$ cat src/design/drq_pkg.sv
// shared constants, codes and types for the disk request queue (sstf)
// no dependencies; imported by the interfaces, the cells, the min tree and the top level
`default_nettype none

package drq_pkg;

    localparam int DEPTH   = 64;
    localparam int CYL_W   = 16;
    localparam int OP_W    = 3;
    localparam int ST_W    = 2;
    localparam int IDX_W   = $clog2(DEPTH);
    localparam int COUNT_W = $clog2(DEPTH + 1);
    localparam int KEY_W   = CYL_W + 1;
    localparam int CMD_W   = 3;

    // request opcodes
    localparam logic [OP_W-1:0] OP_APPEND  = 3'd0;
    localparam logic [OP_W-1:0] OP_OLDEST  = 3'd1;
    localparam logic [OP_W-1:0] OP_NEWEST  = 3'd2;
    localparam logic [OP_W-1:0] OP_NEAREST = 3'd3;
    localparam logic [OP_W-1:0] OP_MATCH   = 3'd4;

    // result status codes
    localparam logic [ST_W-1:0] ST_OK    = 2'd0;
    localparam logic [ST_W-1:0] ST_EMPTY = 2'd1;
    localparam logic [ST_W-1:0] ST_FULL  = 2'd2;

    // commands broadcast to the cell row
    localparam logic [CMD_W-1:0] CMD_HOLD   = 3'd0;
    localparam logic [CMD_W-1:0] CMD_APPEND = 3'd1;
    localparam logic [CMD_W-1:0] CMD_REMOVE = 3'd2;
    localparam logic [CMD_W-1:0] CMD_MARK   = 3'd3;
    localparam logic [CMD_W-1:0] CMD_BUBBLE = 3'd4;

    typedef struct packed {
        logic [CMD_W-1:0] cmd;
        logic [IDX_W-1:0] pos;
        logic [CYL_W-1:0] cyl;
        logic [CYL_W-1:0] head;
    } drq_cell_ctl_t;

endpackage

`default_nettype wire

$ cat src/design/drq_cell.sv
// one slot of the request row: holds a cylinder and its valid bit, shifts with its neighbor
// depends on drq_pkg
`default_nettype none

module drq_cell (
    input  logic                        clk,
    input  logic                        rst_n,
    input  drq_pkg::drq_cell_ctl_t      ctl,
    input  logic [drq_pkg::IDX_W-1:0]   cell_index,
    input  logic                        left_valid,
    input  logic                        right_valid,
    input  logic [drq_pkg::CYL_W-1:0]   right_value,
    output logic                        valid,
    output logic [drq_pkg::CYL_W-1:0]   value,
    output logic [drq_pkg::KEY_W-1:0]   key
);
    import drq_pkg::*;

    logic             valid_reg;
    logic             valid_next;
    logic [CYL_W-1:0] value_reg;
    logic [CYL_W-1:0] value_next;
    logic [CYL_W-1:0] seek_dist;

    always_comb
    begin
        valid_next = valid_reg;
        value_next = value_reg;
        case (ctl.cmd)
            CMD_APPEND:
            begin
                if (cell_index == ctl.pos)
                begin
                    valid_next = 1'b1;
                    value_next = ctl.cyl;
                end
            end
            CMD_REMOVE:
            begin
                // slots at and above the removed one pull from the right
                if (cell_index >= ctl.pos)
                begin
                    valid_next = right_valid;
                    value_next = right_value;
                end
            end
            CMD_MARK:
            begin
                if (valid_reg && (value_reg == ctl.cyl))
                    valid_next = 1'b0;
            end
            CMD_BUBBLE:
            begin
                // a hole takes its right neighbor; an entry over a hole hands itself down
                if (!valid_reg && right_valid)
                begin
                    valid_next = 1'b1;
                    value_next = right_value;
                end
                else if (valid_reg && !left_valid)
                begin
                    valid_next = 1'b0;
                end
            end
            default:
            begin
            end
        endcase
    end

    always_ff @(posedge clk or negedge rst_n)
    begin
        if (!rst_n)
            valid_reg <= 1'b0;
        else
            valid_reg <= valid_next;
    end

    always_ff @(posedge clk)
    begin
        value_reg <= value_next;
    end

    always_comb
    begin
        if (!valid_reg)
            seek_dist = '1;
        else if (value_reg >= ctl.head)
            seek_dist = value_reg - ctl.head;
        else
            seek_dist = ctl.head - value_reg;
    end

    assign valid = valid_reg;
    assign value = value_reg;
    assign key   = {!valid_reg, seek_dist};

endmodule

`default_nettype wire

$ cat config.mk
export PLATFORM = sky130hd
export DESIGN_NAME = drq_cell
export DESIGN_NICKNAME = d
export VERILOG_FILES = /design/src/design/drq_pkg.sv /design/src/design/drq_cell.sv
export SDC_FILE = /design/constraint.sdc
export NUM_CORES = 1
export LEC_CHECK = 0
export BUFFER_PORTS_ARGS = -buffer_cell sky130_fd_sc_hd__buf_4
export CORE_ASPECT_RATIO = 1.2
export CORE_MARGIN = 1.5
export CORE_UTILIZATION = 30
export CTS_BUF_LIST = sky130_fd_sc_hd__clkbuf_8
export CTS_CLUSTER_SIZE = 12
export DETAILED_ROUTE_END_ITERATION = 7
export GPL_ROUTABILITY_DRIVEN = 1
export GPL_TIMING_DRIVEN = 0
export SYNTH_ARGS = -nofsm -noshare
export SYNTH_HDL_FRONTEND = slang
export SYNTH_SLANG_ARGS = --single-unit
$ cat constraint.sdc
create_clock -name clk -period 4.55 [get_ports clk]
set_input_delay 0.455 -clock clk [delete_from_list [all_inputs] [get_ports clk]]
set_output_delay 0.455 -clock clk [all_outputs]
set_load 0.005 [all_outputs]
==> results of run 1 <==
==> synthesized netlist by cell type (all sizes together), types with 6 or more instances <==
cell,number
a21oi,24
a21o,8
nand2b,8
mux2i,10
xnor2,22
a31oi,7
mux2,21
o21ai,14
nor2b,6
nand2,25
inv,43
ha,37
nor2,14
edfxtp,16
==> critical path, cell delays in order (launching register included) <==
cell and delay [ns]:
edfxtp_1 0.45, inv_1 0.07, ha_1 0.23, fa_1 0.41
o21ai_2 0.22, o221ai_2 0.14, a31o_4 0.30, nand2_4 0.09
buf_12 0.14, mux2_4 0.30, a21oi_2 0.10, mux2_1 0.33
buf_4 0.14
==> cell families after synthesis <==
kind of cell,share of synthesized area
xor+xnor,0.0748
compound gates,0.232
buf+inv,0.0810
simple gates,0.132
mux,0.121
fa+ha+maj,0.179
flops,0.180
==> final cells by class <==
class                      instances  area (µm²)  area share
multi-input combinational        255        2080       0.552
timing repair buffer             101         761       0.202
sequential                        17         505       0.134
inverter                          43         161      0.0428
tap                              120         150      0.0398
buffer                             9        66.3      0.0176
clock buffer                       3        41.3      0.0110
clock inverter                     1        3.75    0.000996
==> metal layers <==
layer	vias to the layer above	track usage	share of wire
met5	-	0	0
met2	77	0.309	0.54
met4	0	0.0290	0.0058
met3	4	0.0265	0.055
met1	1265	0.182	0.40
li1	1369	-	-
==> power by group through the flow <==
stage | Combinational [mW] | Sequential (mW) | Clock, mW
finish | 0.478 | 0.203 | 0.112
floorplan | 0.286 | 0.204 | 0
CTS | 0.482 | 0.204 | 0.114
global placement | 0.475 | 0.207 | 0
global route | 0.529 | 0.205 | 0.120
detailed placement | 0.480 | 0.207 | 0
==> final timing paths <==
path / start / endpoint
min in group clk: right_value[1] / value[1]$_DFFE_PP_
min: rst_n / valid$_DFFE_PN0P_
max in group asynchronous: rst_n / valid$_DFFE_PN0P_
max: value[0]$_DFFE_PP_ / key[3]
min reg2reg: valid$_DFFE_PN0P_ / valid$_DFFE_PN0P_
max reg2reg: value[14]$_DFFE_PP_ / valid$_DFFE_PN0P_
==> stage by stage <==
stage / cell area [µm²] / total power, mW / std cells / hold slack, ns
after detailed placement: 3710 / 0.687 / 544 / 0.231
after global placement: 3710 / 0.681 / 544 / 0.232
after CTS: 3770 / 0.800 / 549 / 0.503
after floorplan: 2810 / 0.489 / 324 / 0.159
final: 3770 / 0.793 / 549 / 0.505
after global routing: 3770 / 0.855 / 549 / 0.500
==> metrics.md, run 1 <==
| Metric | Value |
|---|---|
| Hold Path Class | input port to async pin |
| Number of remaining DRC errors | 0 |
| Antenna Diode Count | 0 |
| Register area share after synthesis | 0.180 |
| Die ar. | 0.00996 mm² |
| Wire per inst | 14.5 µm |
| DP Wirelength | 6820 µm |
| Switching power | 0.302 mW |
| WL final | 7970 µm |
| Global Route Usage Sum | 0.159 |
| H-tree levels | 1 |
| Layout cells sized above 1 | 0.329 |
| Postcts setup bufs | 0 |
| Unrepaired setup endpoints after global routing | no |
| Slew Limit Headroom | 0.463 |
| FILL cells | 929 |
| Worst Reg-to-Reg Cells | 8 |
| Post-CTS Resized | 0 |
| Pins Over Slew Limit | 0 |
| Worst-path clk slew | 0.07 ns |
| Num Clock Sinks | 17 |
| Final critical-path share of the clock period | 0.797 |
| R2R setup slack | 2.56 ns |
| Die Width | 91.4 µm |
| Max cap viols | 0 |
| Comb pwr share | 0.603 |
| Most frequent cells in the layout | buf_4 (102), inv_1 (44), ha_1 (37) |
| Status | completed |
| Sw Ratio | 0.381 |
| CORE AREA | 0.00908 mm² |
| Synthesized Nets | 430 |
| Root buffer cell | clkbuf_8 |
| Static leakage | 1.75 nW |
| Routability cong. | 0.886 |
| Largest net degree at the start of global routing | 17 |
| FFs w/ async S/R, synth | 0.0588 |
| Setup Viol. Count Final | 0 |
| Pre-antenna DRT Iters | 4 |
| Data required time of the worst path | 4.09 ns |
| Critical path capture point type | primary output |
| Clock skew | 0.00133 ns |
| Setup TNS | 0 ns |
| Unique cell type count in the Yosys netlist | 55 |
| Initial Util | 0.309 |
| PD cells | 210 mW/mm² |
| Synth warn | 0 |
| Seq pwr share | 0.256 |
| Area Growth Syn to Fin | 34.1% |
| Hold_buf cts | 1 |
| Max Clk Rate | 276 MHz |
| CTS tree | yes |
| Floorplan row count | 38 |
| I/O Buffers | 100 |
| Worst-margin pin slew | 0.805 ns |
| Largest register FFs | 16 |
| Synth Flop Type | edfxtp_1 |
| Area leader, netlist | edfxtp_1 |
| Skew-Pair Late Insertion Delay | 0.25 ns |
| Pint | 0.491 mW |
| Post-synth EDFFs | 16 |
| Arr. time, crit path | 3.17 ns |
| Setup WS pre-CTS | 1.13 ns |
| Initial DRC count | 135 |
| First-pass GRT wire length | 12800 µm |
| Avg Inst Size Synth | 8.67 µm² |
| Final WS setup | 0.922 ns |
| Syn Std Cell Area | 0.00281 mm² |
| Commonest non-fill, non-tap cell in the layout | buf_4 |
| Longest Clk Path Bufs | 2 |
| Routed vias | 2715 |
| # nets final | 536 |
| Final min period | 3.63 ns |
| Final Core Density | 0.415 |
| Yosys reg bits | 17 |
| Synth top area share | 0.171 |
| Antenna violations before repair | 0 |
| Top post-synthesis cells by area | edfxtp_1 (17%), ha_1 (16%), xnor2_1 (6.9%) |
| Clk pwr share | 0.141 |
| Final hold vios | 0 |
| Worst-path fanout max | 10 |
| Worst IR drop on VDD | 0.136 mV |
| Die Ht | 109 µm |
| Mapped Cells | 324 |
| Antenna-violating nets left | 0 |
| Gr ovfl total | 0 |
| Vias in the first global route | 2703 |
| Boundary Pins | 101 |
| Via/cell ratio | 4.95 |
| TritonCTS Buffers | 3 |
| Worst setup SP type | register |
| Crit Path Class | register to primary output |
Power figures use the tool's default switching activity.
==> run 2: changes to the inputs <==
Clock period 4.55 ns to 3.6 ns, I/O delays scaled along.
==> metrics.md, run 2 (synthesis results as in run 1) <==
| Metric | Value |
|---|---|
| Status | completed |
| Largest register FFs | 16 |
| Most frequent cells in the layout | buf_4 (108), inv_1 (44), ha_1 (36) |
| Antenna Diode Count | 0 |
| # nets final | 541 |
| Die Ht | 109 µm |
| Initial DRC count | 115 |
| Sw Ratio | 0.381 |
| Antenna violations before repair | 0 |
| Routed vias | 2749 |
| Comb pwr share | 0.608 |
| Commonest non-fill, non-tap cell in the layout | buf_4 |
| Seq pwr share | 0.253 |
| Global Route Usage Sum | 0.159 |
| Clock skew | 0.00138 ns |
| Crit Path Class | register to primary output |
| Worst Reg-to-Reg Cells | 9 |
| Largest net degree at the start of global routing | 17 |
| Boundary Pins | 101 |
| Setup Viol. Count Final | 0 |
| Clk pwr share | 0.139 |
| CP max stage delay | 0.44 ns |
| Unrepaired setup endpoints after global routing | no |
| Post-route cell area | 0.00384 mm² |
| Num Clock Sinks | 17 |
| Worst-path fanout max | 10 |
| Initial Util | 0.309 |
| Longest Clk Path Bufs | 2 |
| Layout cells sized above 1 | 0.350 |
| Max Clk Rate | 287 MHz |
| Switching power | 0.387 mW |
| Pwr Total | 1.01 mW |
| TritonCTS Buffers | 3 |
| Max cap viols | 0 |
| Setup TNS | 0 ns |
| Vias in the first global route | 2703 |
| Setup WS pre-CTS | 0.322 ns |
| R2R setup slack | 1.60 ns |
| Arr. time, crit path | 3.12 ns |
| Pre-antenna DRT Iters | 4 |
| Static leakage | 1.78 nW |
| Slowest cell on crit path | edfxtp_1 |
| Pins Over Slew Limit | 0 |
| Final WS setup | 0.122 ns |
| Worst-path clk slew | 0.07 ns |
| Worst setup SP type | register |
| I/O Buffers | 100 |
| PD cells | 265 mW/mm² |
| Skew-Pair Late Insertion Delay | 0.25 ns |
| Root buffer cell | clkbuf_8 |
| H-tree levels | 1 |
| FILL cells | 918 |
| Reg2reg start | value[1]$_DFFE_PP_ |
| Crit path from | value[0]$_DFFE_PP_ |
| Gr ovfl total | 0 |
| Hold Path Class | input port to async pin |
| Number of remaining DRC errors | 0 |
| Final critical-path share of the clock period | 0.966 |
| Antenna-violating nets left | 0 |
| Worst-margin pin slew | 0.803 ns |
| Data required time of the worst path | 3.24 ns |
| Worst IR drop on VDD | 0.172 mV |
| Die Width | 91.4 µm |
| R2R Path End | valid$_DFFE_PN0P_ |
| Routability cong. | 0.886 |
| Die ar. | 0.00996 mm² |
| Floorplan row count | 38 |
| Critical path capture point type | primary output |
| DP Wirelength | 6820 µm |
| Slew Limit Headroom | 0.464 |
| Area Growth Syn to Fin | 36.5% |
| Pint | 0.628 mW |
| Post-place instance area | 0.00371 mm² |
| Final min period | 3.48 ns |
| First-pass GRT wire length | 12800 µm |
| Critical-path cell list | inv_1 > ha_1 > fa_2 > o21ai_2 > o221ai_2 > a31o_4 > nand2_4 > buf_12 > mux2_4 > a21oi_2 > mux2_1 > buf_4 |
| Final hold vios | 0 |
| CTS tree | yes |
| WL final | 8060 µm |
| Wire per inst | 14.5 µm |
| Via/cell ratio | 4.96 |
| CORE AREA | 0.00908 mm² |
-- run 2: final cells by class --
| type | count | area (µm²) | share of cell area |
|---|---|---|---|
| repair buffers | 107 | 806 | 0.210 |
| well taps | 120 | 150 | 0.0391 |
| flip-flops and latches | 17 | 505 | 0.132 |
| plain buffers | 8 | 62.6 | 0.0163 |
| inverters | 43 | 161 | 0.0421 |
| clock inverters | 1 | 3.75 | 0.000978 |
| clock buffers | 3 | 41.3 | 0.0108 |
| multi-input cells | 255 | 2110 | 0.549 |
-- run 2: layer usage --
metal  track usage  routed length, µm  part of all wire
met1         0.182               3190              0.40
met4        0.0290                 29            0.0036
met2         0.309               4400              0.55
met3        0.0265                428             0.053
met5             0                  0                 0
-- run 2: worst max-delay path by stage --
stage,to,cells past startpoint
global placement,key[3],12
global route,key[14],13
floorplan,key[3],11
detailed placement,key[3],12
finish,key[3],12
CTS,key[3],12
-- run 2: stage by stage --
step / hold WS (ns) / instances / util
after global routing: 0.405 / 554 / 0.422
after CTS: 0.408 / 549 / 0.415
after global placement: 0.137 / 544 / 0.409
after detailed placement: 0.136 / 544 / 0.409
final: 0.410 / 554 / 0.422
after floorplan: 0.0644 / 324 / -
-- run 2: timing repair --
action,in CTS,in global routing
resized for setup,0,6
hold buffers,1,0
setup endpoints to repair,0,9
hold endpoints to repair,1,0
buffers inserted,0,6
-- run 2: worst max-delay path: cells and delay by family (launching register included) --
family	cells	cell delay, ns
and+or+nand+nor	1	0.09
DFF	1	0.44
muxes	2	0.64
buffers and inverters	3	0.35
AOI/OAI and AO/OA	4	0.75
adders and majority gates	2	0.59
-- run 2: power by group through the flow --
stage / Clock [mW] / Sequential, mW / Combinational (mW)
5_1_grt: 0.152 / 0.259 / 0.683
4_1_cts: 0.144 / 0.257 / 0.610
3_3_place_gp: 0 / 0.261 / 0.600
3_5_place_dp: 0 / 0.262 / 0.607
2_1_floorplan: 0 / 0.257 / 0.361
6_report: 0.141 / 0.256 / 0.617
